**src/cfpd_pkg.sv**
```systemverilog
// Shared constants and arithmetic helpers for the contact force PD step block.
// Used by contact_force_pd_step; depends on nothing else.
package cfpd_pkg;

  localparam int MulW   = 32;
  localparam int ProdW  = 80;
  localparam int DivW   = 55;
  localparam int DtW    = 20;
  localparam int StepW  = 57;
  localparam int SumW   = 67;

  localparam logic [31:0] RateScale = 32'd1000000;
  localparam logic [30:0] StepCap   = 31'h4000_0000;

  localparam logic signed [31:0] TargetRst = 32'sd196608;
  localparam logic [15:0] SmoothRst = 16'd58982;
  localparam logic [31:0] GainPRst  = 32'd1099511628;
  localparam logic [31:0] GainDRst  = 32'd109951163;
  localparam logic [31:0] GainRRst  = 32'd1099511628;
  localparam logic [30:0] MaxDRst   = 31'd536871;
  localparam logic [30:0] MaxTRst   = 31'd1073742;

  localparam logic [2:0] REG_TARGET = 3'd0;
  localparam logic [2:0] REG_SMOOTH = 3'd1;
  localparam logic [2:0] REG_GAIN_P = 3'd2;
  localparam logic [2:0] REG_GAIN_D = 3'd3;
  localparam logic [2:0] REG_ROLL   = 3'd4;
  localparam logic [2:0] REG_PITCH  = 3'd5;
  localparam logic [2:0] REG_MAX_D  = 3'd6;
  localparam logic [2:0] REG_MAX_T  = 3'd7;

  typedef struct packed {
    logic [31:0] val;
    logic        flag;
  } clamp_t;

  function automatic logic [47:0] mag48(input logic signed [47:0] v);
    logic [47:0] r;
    r = v[47] ? 48'(-v) : 48'(v);
    return r;
  endfunction

  function automatic logic signed [47:0] sat48(input logic signed [56:0] x);
    logic signed [47:0] r;
    if (x > 57'sh0_7FFF_FFFF_FFFF) begin
      r = 48'sh7FFF_FFFF_FFFF;
    end else if (x < -57'sh0_8000_0000_0000) begin
      r = 48'sh8000_0000_0000;
    end else begin
      r = x[47:0];
    end
    return r;
  endfunction

  function automatic clamp_t clamp_step(input logic signed [56:0] x, input logic [30:0] lim_reg);
    logic signed [56:0] lim;
    clamp_t r;
    lim = (lim_reg > StepCap) ? 57'(StepCap) : 57'(lim_reg);
    r.flag = 1'b0;
    r.val  = x[31:0];
    if (x > lim) begin
      r.flag = 1'b1;
      r.val  = lim[31:0];
    end else if (x < -lim) begin
      r.flag = 1'b1;
      r.val  = 32'(-lim);
    end
    return r;
  endfunction

endpackage

```
**src/contact_force_pd_step.sv**
```systemverilog
// Contact force PD step: bit-serial multiplier and divider under one sequencer.
// Depends on cfpd_pkg for constants, the clamp and the saturation helpers.
//
// Usage: a sample (force x, y, z and the interval in microseconds) enters on the
// in_ channel. The block forms the normal force error, its rate over the interval,
// a low-pass filtered rate and then a clamped depth step, roll and pitch steps and
// the saturating depth offset. The result leaves on the out_ channel as one
// transaction. A sample with a zero interval produces no result and only latches
// the first error after reset. Registers must be written on the cfg_ channel
// only while the block is idle, which the block does not enforce; cfg_ready is
// always high. One sample takes 7 serial multiplies on the single shift-add
// multiplier (one multiplier bit per cycle), a restoring divide on the
// one-bit-per-cycle divider and 8 steps between them. A new sample is accepted
// only while idle, after the result of the last one has gone into the output
// register. A zero-interval sample leaves the block idle.
// Reset restores the register defaults, clears the filter, the offset and the
// last error, and marks the next sample as the first one. When the receiver
// stalls, the finished result is held in the output register; the next sample
// is accepted and computed, and waits at the end until the output is free.
module contact_force_pd_step
  import cfpd_pkg::*;
(
  input  logic         clk,
  input  logic         rst_n,
  input  logic         in_tvalid,
  output logic         in_tready,
  // force_x[31:0], force_y[63:32], force_z[95:64], interval_us[115:96], zero pad
  input  logic [119:0] in_tdata,
  output logic         out_tvalid,
  input  logic         out_tready,
  // depth_step[31:0], roll_step[63:32], pitch_step[95:64], depth_offset[143:96],
  // depth_clamped[144], roll_clamped[145], pitch_clamped[146], zero pad
  output logic [151:0] out_tdata,
  input  logic         cfg_valid,
  output logic         cfg_ready,
  input  logic [2:0]   cfg_index,
  input  logic [31:0]  cfg_data
);

  localparam logic [3:0] S_IDLE  = 4'd0;
  localparam logic [3:0] S_MUL   = 4'd1;
  localparam logic [3:0] S_RATE  = 4'd2;
  localparam logic [3:0] S_DIV   = 4'd3;
  localparam logic [3:0] S_DIVDN = 4'd4;
  localparam logic [3:0] S_FA    = 4'd5;
  localparam logic [3:0] S_FB    = 4'd6;
  localparam logic [3:0] S_P     = 4'd7;
  localparam logic [3:0] S_D     = 4'd8;
  localparam logic [3:0] S_R     = 4'd9;
  localparam logic [3:0] S_EMIT  = 4'd10;

  logic signed [31:0] target_r;
  logic [15:0] smooth_r;
  logic [31:0] gain_p_r, gain_d_r, gain_roll_r, gain_pitch_r;
  logic [30:0] max_d_r, max_t_r;

  logic [3:0]  state_r, state_nxt, ret_r, ret_nxt;
  logic [5:0]  cnt_r, cnt_nxt;
  logic [ProdW-1:0] mcand_r, mcand_nxt, prod_r, prod_nxt;
  logic [MulW-1:0]  mplier_r, mplier_nxt;
  logic        sgn_r, sgn_nxt;
  logic [DivW-1:0] div_r, div_nxt;
  logic [DtW-1:0]  rem_r, rem_nxt, dt_r, dt_nxt;
  logic signed [32:0] err_r, err_nxt, last_r, last_nxt;
  logic        first_r, first_nxt;
  logic signed [47:0] filt_r, filt_nxt, acc_r, acc_nxt, rate_r, rate_nxt;
  logic [31:0] fx_r, fx_nxt, fy_r, fy_nxt;
  logic signed [SumW-1:0] sum_r, sum_nxt;
  logic signed [StepW-1:0] dz_r, dz_nxt;
  clamp_t      dzc_r, dzc_nxt, roll_r, roll_nxt;
  logic        out_valid_r, out_valid_nxt;
  logic [151:0] out_data_r, out_data_nxt;

  logic signed [32:0] c_err, c_last;
  logic signed [33:0] c_diff;
  logic [DtW-1:0] c_dt;
  logic [DtW:0]   c_trial;
  logic           c_ge;
  logic signed [StepW-1:0] c_q, c_term;
  logic signed [SumW-1:0]  c_sum;
  clamp_t         c_clamp;
  logic [16:0]    c_beta;

  assign in_tready  = (state_r == S_IDLE);
  assign cfg_ready  = 1'b1;
  assign out_tvalid = out_valid_r;
  assign out_tdata  = out_data_r;

  always_comb begin
    state_nxt = state_r;  ret_nxt = ret_r;  cnt_nxt = cnt_r;
    mcand_nxt = mcand_r;  prod_nxt = prod_r; mplier_nxt = mplier_r; sgn_nxt = sgn_r;
    div_nxt = div_r;  rem_nxt = rem_r;  dt_nxt = dt_r;
    err_nxt = err_r;  last_nxt = last_r;  first_nxt = first_r;
    filt_nxt = filt_r;  acc_nxt = acc_r;  rate_nxt = rate_r;
    fx_nxt = fx_r;  fy_nxt = fy_r;  sum_nxt = sum_r;  dz_nxt = dz_r;
    dzc_nxt = dzc_r;  roll_nxt = roll_r;
    out_valid_nxt = out_valid_r;  out_data_nxt = out_data_r;
    c_err   = $signed({target_r[31], target_r}) -
              $signed({in_tdata[95], in_tdata[95:64]});
    c_last  = first_r ? c_err : last_r;
    c_diff  = $signed({c_err[32], c_err}) - $signed({c_last[32], c_last});
    c_dt    = in_tdata[115:96];
    c_trial = {rem_r, div_r[DivW-1]};
    c_ge    = (c_trial >= {1'b0, dt_r});
    c_q     = sgn_r ? -$signed({2'b00, div_r}) : $signed({2'b00, div_r});
    c_term  = sgn_r ? -$signed({3'b000, prod_r[79:26]}) : $signed({3'b000, prod_r[79:26]});
    c_sum   = sgn_r ? -$signed({1'b0, prod_r[65:0]}) : $signed({1'b0, prod_r[65:0]});
    c_clamp = clamp_step(c_term, max_t_r);
    c_beta  = 17'h10000 - {1'b0, smooth_r};

    if (out_valid_r && out_tready) begin
      out_valid_nxt = 1'b0;
    end

    case (state_r)
      S_IDLE: begin
        if (in_tvalid) begin
          first_nxt = 1'b0;
          last_nxt  = c_last;
          err_nxt   = c_err;
          fx_nxt    = in_tdata[31:0];
          fy_nxt    = in_tdata[63:32];
          dt_nxt    = c_dt;
          if (c_dt != '0) begin
            mcand_nxt  = {32'b0, mag48(48'(c_diff))};
            mplier_nxt = RateScale;
            prod_nxt   = '0;
            cnt_nxt    = 6'(MulW);
            sgn_nxt    = c_diff[33];
            ret_nxt    = S_RATE;
            state_nxt  = S_MUL;
          end
        end
      end
      S_MUL: begin
        if (mplier_r[0]) begin
          prod_nxt = prod_r + mcand_r;
        end
        mcand_nxt  = {mcand_r[ProdW-2:0], 1'b0};
        mplier_nxt = {1'b0, mplier_r[MulW-1:1]};
        cnt_nxt    = cnt_r - 6'd1;
        if (cnt_r == 6'd1) begin
          state_nxt = ret_r;
        end
      end
      S_RATE: begin
        div_nxt   = prod_r[DivW-1:0];
        rem_nxt   = '0;
        cnt_nxt   = 6'(DivW);
        state_nxt = S_DIV;
      end
      S_DIV: begin
        rem_nxt = c_ge ? DtW'(c_trial - {1'b0, dt_r}) : c_trial[DtW-1:0];
        div_nxt = {div_r[DivW-2:0], c_ge};
        cnt_nxt = cnt_r - 6'd1;
        if (cnt_r == 6'd1) begin
          state_nxt = S_DIVDN;
        end
      end
      S_DIVDN: begin
        rate_nxt   = sat48(c_q);
        mcand_nxt  = {32'b0, mag48(filt_r)};
        mplier_nxt = {16'b0, smooth_r};
        prod_nxt   = '0;
        cnt_nxt    = 6'(MulW);
        sgn_nxt    = filt_r[47];
        ret_nxt    = S_FA;
        state_nxt  = S_MUL;
      end
      S_FA: begin
        sum_nxt    = c_sum;
        mcand_nxt  = {32'b0, mag48(rate_r)};
        mplier_nxt = {15'b0, c_beta};
        prod_nxt   = '0;
        cnt_nxt    = 6'(MulW);
        sgn_nxt    = rate_r[47];
        ret_nxt    = S_FB;
        state_nxt  = S_MUL;
      end
      S_FB: begin
        filt_nxt   = 48'((sum_r + c_sum) >>> 16);
        last_nxt   = err_r;
        mcand_nxt  = {32'b0, mag48(48'(err_r))};
        mplier_nxt = gain_p_r;
        prod_nxt   = '0;
        cnt_nxt    = 6'(MulW);
        sgn_nxt    = err_r[32];
        ret_nxt    = S_P;
        state_nxt  = S_MUL;
      end
      S_P: begin
        dz_nxt     = c_term;
        mcand_nxt  = {32'b0, mag48(filt_r)};
        mplier_nxt = gain_d_r;
        prod_nxt   = '0;
        cnt_nxt    = 6'(MulW);
        sgn_nxt    = filt_r[47];
        ret_nxt    = S_D;
        state_nxt  = S_MUL;
      end
      S_D: begin
        dz_nxt     = dz_r + c_term;
        mcand_nxt  = {32'b0, mag48(48'($signed(fx_r)))};
        mplier_nxt = gain_roll_r;
        prod_nxt   = '0;
        cnt_nxt    = 6'(MulW);
        sgn_nxt    = fx_r[31];
        ret_nxt    = S_R;
        state_nxt  = S_MUL;
      end
      S_R: begin
        dzc_nxt    = clamp_step(dz_r, max_d_r);
        acc_nxt    = sat48(57'(acc_r) + 57'($signed(dzc_nxt.val)));
        roll_nxt   = c_clamp;
        mcand_nxt  = {32'b0, mag48(48'($signed(fy_r)))};
        mplier_nxt = gain_pitch_r;
        prod_nxt   = '0;
        cnt_nxt    = 6'(MulW);
        sgn_nxt    = (fy_r != '0) && !fy_r[31];
        ret_nxt    = S_EMIT;
        state_nxt  = S_MUL;
      end
      S_EMIT: begin
        if (!out_valid_r || out_tready) begin
          out_valid_nxt = 1'b1;
          out_data_nxt  = {5'b0, c_clamp.flag, roll_r.flag, dzc_r.flag, acc_r,
                           c_clamp.val, roll_r.val, dzc_r.val};
          state_nxt     = S_IDLE;
        end
      end
      default: begin
        state_nxt = S_IDLE;
      end
    endcase
  end

  always_ff @(posedge clk) begin
    if (!rst_n) begin
      state_r <= S_IDLE;  cnt_r <= '0;  first_r <= 1'b1;  out_valid_r <= 1'b0;
      last_r <= '0;  filt_r <= '0;  acc_r <= '0;
      target_r <= TargetRst;  smooth_r <= SmoothRst;
      gain_p_r <= GainPRst;  gain_d_r <= GainDRst;
      gain_roll_r <= GainRRst;  gain_pitch_r <= GainRRst;
      max_d_r <= MaxDRst;  max_t_r <= MaxTRst;
    end else begin
      state_r <= state_nxt;  cnt_r <= cnt_nxt;  first_r <= first_nxt;
      out_valid_r <= out_valid_nxt;
      last_r <= last_nxt;  filt_r <= filt_nxt;  acc_r <= acc_nxt;
      if (cfg_valid) begin
        case (cfg_index)
          REG_TARGET: target_r     <= cfg_data;
          REG_SMOOTH: smooth_r     <= cfg_data[15:0];
          REG_GAIN_P: gain_p_r     <= cfg_data;
          REG_GAIN_D: gain_d_r     <= cfg_data;
          REG_ROLL:   gain_roll_r  <= cfg_data;
          REG_PITCH:  gain_pitch_r <= cfg_data;
          REG_MAX_D:  max_d_r      <= cfg_data[30:0];
          REG_MAX_T:  max_t_r      <= cfg_data[30:0];
          default: begin
          end
        endcase
      end
    end
  end

  always_ff @(posedge clk) begin
    ret_r <= ret_nxt;  mcand_r <= mcand_nxt;  prod_r <= prod_nxt;
    mplier_r <= mplier_nxt;  sgn_r <= sgn_nxt;  div_r <= div_nxt;
    rem_r <= rem_nxt;  dt_r <= dt_nxt;  err_r <= err_nxt;  rate_r <= rate_nxt;
    fx_r <= fx_nxt;  fy_r <= fy_nxt;  sum_r <= sum_nxt;  dz_r <= dz_nxt;
    dzc_r <= dzc_nxt;  roll_r <= roll_nxt;  out_data_r <= out_data_nxt;
  end

  a_mul_count: assert property (@(posedge clk) disable iff (!rst_n)
    (state_r == S_MUL || state_r == S_DIV) |-> (cnt_r != '0))
    else $error("serial counter ran out inside an iteration");

  a_rem_bound: assert property (@(posedge clk) disable iff (!rst_n)
    (state_r == S_DIV) |-> (rem_r < dt_r))
    else $error("divider remainder not below the interval");

  a_skip: assert property (@(posedge clk) disable iff (!rst_n)
    (in_tvalid && in_tready && (in_tdata[115:96] == '0)) |=> (state_r == S_IDLE))
    else $error("zero interval sample started a computation");

  a_emit: assert property (@(posedge clk) disable iff (!rst_n)
    (out_valid_r && !out_tready && state_r == S_EMIT) |=> (state_r == S_EMIT))
    else $error("result left the sequencer while the output was full");

endmodule

```
**config.mk**
```make
export PLATFORM = sky130hd
export DESIGN_NAME = contact_force_pd_step
export DESIGN_NICKNAME = d
export VERILOG_FILES = /design/src/cfpd_pkg.sv /design/src/contact_force_pd_step.sv
export SDC_FILE = /design/constraint.sdc
export NUM_CORES = 2
export LEC_CHECK = 0
export BUFFER_PORTS_ARGS = -buffer_cell sky130_fd_sc_hd__buf_2
export CORE_MARGIN = 5
export CORE_UTILIZATION = 50
export DETAILED_ROUTE_END_ITERATION = 7
export PLACE_DENSITY_LB_ADDON = 0.12
export SETUP_SLACK_MARGIN = 0.4
export SLEW_MARGIN = 10
export SYNTH_ARGS = -nofsm -noshare
export SYNTH_HDL_FRONTEND = slang
export SYNTH_SLANG_ARGS = --single-unit
export TNS_END_PERCENT = 20
```
**constraint.sdc**
```tcl
create_clock -name clk -period 23.1 [get_ports clk]
set_input_delay 2.31 -clock clk [delete_from_list [all_inputs] [get_ports clk]]
set_output_delay 2.31 -clock clk [all_outputs]
set_load 0.02 [all_outputs]
```
==> reports/metrics.yaml <==
status:
  status: "complete, no violations"
min_path:
  hp-class: "reg2reg"
  hold-path-cell-count: 0
  hold_start: "roll_r[0]"
  hold_path_end: "out_tdata[145]"
cts:
  hold_buffers: 0
  cts_resized: 0
  cts.path.max_buffers: 3
  cts_buffers: 132
  clock_latency_ns: 0.80
  cts_tree: "built"
  clock-sinks: 1150
  cts_root_buf: "clkbuf_16"
  htreeDepth: 4
  clk_pin_slew_worst_paths_ns: 0.06
  post_cts_buffers: 0
synth:
  syn_area_mm2: 0.07593
  synth_cell_type_count: 93
  synth_area_leaders: "edfxtp_1 30%, dfxtp_1 10%, ha_1 8.5%"
  yosysTopAreaCellShare_pct: 30.49
  synth_edf_count: 771
  synth_top_flop_cell: "edfxtp_1"
  synth_area_leader_cell: "edfxtp_1"
  yosysWarnings: 0
  synth_seq_cells: 1150
  async_reset_ff_share_pct: 0
  yosysSeqAreaShare_pct: 40.48
  synthCells: 8472
  syn_avg_cell_area_um2: 8.962
placed_design:
  pre_cts_slack_ns: 11.35
  finalWeightedCongestion: 0.9445
  dp_hpwl_mm: 181.5
  portBuffers: 304
route:
  ant_nets: 0
  wl_met1_mm: 105.3
  met3WireLength_mm: 15.61
  vias: 65980
  drcViolationCount: 0
  drt-wirelength-per-cell_um: 22.97
  first_pass_iters: 5
  routed.top_layer: "met5"
  wirelength_mm: 245.7
  drt_iter0_drc: 5822
  dr_wl_met2_mm: 111.3
  viasPerCell: 6.169
floorplan:
  die_area_mm2: 0.1598
  core-area_mm2: 0.1515
  initial_utilization_pct: 50.10
  io_pins: 315
  row_count: 143
  die_h_um: 399.7
  die_x_um: 399.7
worst_setup_path:
  max_stage_delay_ns: 0.85
  rrSetupSlack_ns: 11.32
  r2r_end: "acc_r[0]"
  worstSetupPathType: "reg2reg"
  ff2ff_path_depth: 33
  critPathSlowestCell: "a211oi_1"
  end_kind: "flop"
  timing.rr.start: "max_d_r[5]"
  arrival_ns: 12.42
  required_ns: 23.74
  start_kind: "flop"
  crit_fanout: 26
power:
  power_density_mw_per_mm2: 137.3
  vdd_drop_max_mv: 0.1054
  power_leakage_nw: 32.95
final_layout:
  multi_input_area_mm2: 0.04283
  nNetsFinal: 9242
  fillCellCount: 13880
  drive_gt1_share_pct: 8.404
  regArea_mm2: 0.03074
  syn2layout_area_growth_pct: 10.14
timing:
  setup_viol_count_final: 0
  rsz0062_at_grt: "no"
  worst_pin_slew_ns: 1.231
  setup_ws_ns: 11.32
  setup_tns_ns: 0
  slew_violations: 0
  relSlewSlack_pct: 17.93
  fmax_mhz: 84.90
  fin_skew_ns: 0.04739
  period_share_pct: 50.99
  hold_viol_final: 0
  layout_min_cycle_time_ns: 11.78
global_route:
  grt_max_degree: 100
  track_usage_pct: 29.78
  grt_pass1_wl_mm: 371.6
  grt.overflow.total: 0
  grt_pass1_vias: 62180
  antenna_found_initial: 4
run:
  drv_cap: 0
-- cells in the mapped netlist, types with 45 or more instances --
| library cell | n |
|---|---|
| o22ai_1 | 55 |
| or4_1 | 59 |
| o21a_1 | 62 |
| o21ai_0 | 535 |
| clkbuf_1 | 390 |
| a21o_1 | 220 |
| inv_1 | 226 |
| nand4_1 | 99 |
| nor2b_1 | 61 |
| nor2_1 | 556 |
| nor4_1 | 92 |
| and2_1 | 45 |
| a221oi_1 | 53 |
| a31oi_1 | 71 |
| or3_1 | 63 |
| mux2i_1 | 100 |
| a211oi_1 | 76 |
| xor2_1 | 331 |
| o31ai_1 | 111 |
| nand2b_1 | 72 |
| and3_1 | 88 |
| dfxtp_1 | 379 |
| ha_1 | 518 |
| o21bai_1 | 60 |
| a21oi_1 | 822 |
| nand3_1 | 204 |
| xnor2_1 | 346 |
| nand2_1 | 1247 |
| o41ai_1 | 60 |
| nor3_1 | 128 |
| edfxtp_1 | 771 |
-- how the worst max path moves through the flow --
stage,start,to,slack (ns),cells after the start
after global placement,max_d_r[5],acc_r[1],11.37,33
after floorplan,max_d_r[5],acc_r[33],13.11,36
final,max_d_r[5],acc_r[0],11.32,33
after global routing,max_d_r[5],acc_r[1],10.70,33
after detailed placement,max_d_r[5],acc_r[0],11.35,33
after CTS,max_d_r[5],acc_r[0],11.32,33
-- layer usage --
| metal | vias to the layer above | global-route usage, % |
|---|---|---|
| met4 | 4 | 14.41 |
| met2 | 2379 | 47.56 |
| met5 | - | 0.5850 |
| met1 | 31680 | 39.80 |
| met3 | 496 | 4.300 |
| li1 | 31420 | - |
-- registers in the layout, summed over array words and instances, names as in the netlist, 33 cells and up --
register,flops
rate_r,48
mcand_r,80
last_r,33
acc_r,48
err_r,33
dzc_r,33
prod_r,80
div_r,55
sum_r,64
filt_r,48
dz_r,57
roll_r,33
out_tdata,147
-- layout by cell type (no fill, tap or decap), drive strengths merged, types with 100 or more instances in the layout --
| cell | instances |
|---|---|
| nand3 | 204 |
| nor2 | 556 |
| edfxtp | 771 |
| o31ai | 111 |
| nand2 | 1247 |
| nor3 | 128 |
| clkbuf | 173 |
| xor2 | 331 |
| mux2i | 100 |
| a21o | 220 |
| a21oi | 822 |
| buf | 401 |
| o21ai | 538 |
| xnor2 | 346 |
| ha | 518 |
| dfxtp | 379 |
| inv | 236 |
-- power breakdown --
part           internal, mW  total, mW  switching (mW)
Combinational          2.22       6.07            3.85
Sequential             2.84       3.28           0.440
Clock                  1.21       2.12           0.913
Total                  6.27       11.5            5.20
-- stage by stage --
stage | cell area [um2] | util (%) | std cells | hold slack, ns | power (mW)
final | 83630 | 55.18 | 10700 | 0.4174 | 11.48
after global routing | 83620 | 55.18 | 10690 | 0.4244 | 12.24
after CTS | 83620 | 55.18 | 10690 | 0.4184 | 11.43
after detailed placement | 79240 | 52.29 | 10450 | 0.4045 | 9.261
after global placement | 79240 | 52.29 | 10450 | 0.4003 | 9.183
after floorplan | 75940 | - | 8476 | 0.4003 | 7.528
-- final cells by class --
type,count,area share [%]
Sequential cell,1150,36.76
Tap cell,2030,3.037
Inverter,229,1.047
Clock inverter,66,0.7825
Multi-Input combinational cell,6644,51.21
Antenna cell,2,0.005985
Clock buffer,173,4.459
Timing Repair Buffer,401,2.693
-- critical path, delay by kind of cell, from the launching register on --
| kind | cells | cell delay (ns) |
|---|---|---|
| AND/OR/NAND/NOR | 12 | 4.32 |
| adder cells (fa/ha/maj) | 3 | 1.08 |
| AO/OA/AOI/OAI | 14 | 4.86 |
| buffers and inverters | 4 | 0.97 |
| flip-flops | 1 | 0.37 |
-- cell families (layout without fill, tap and decap cells) --
family | after synthesis | after routing | share of synthesized area [%]
buf+inv | 682 | 869 | 3.441
other cells | 2 | 8 | 0.009891
xor+xnor | 677 | 677 | 7.809
flops | 1150 | 1150 | 40.48
simple gates | 2823 | 2823 | 17.09
mux | 108 | 108 | 1.437
fa+ha+maj | 564 | 564 | 9.221
compound gates | 2466 | 2466 | 20.50
(Power assumes the default switching activity.)
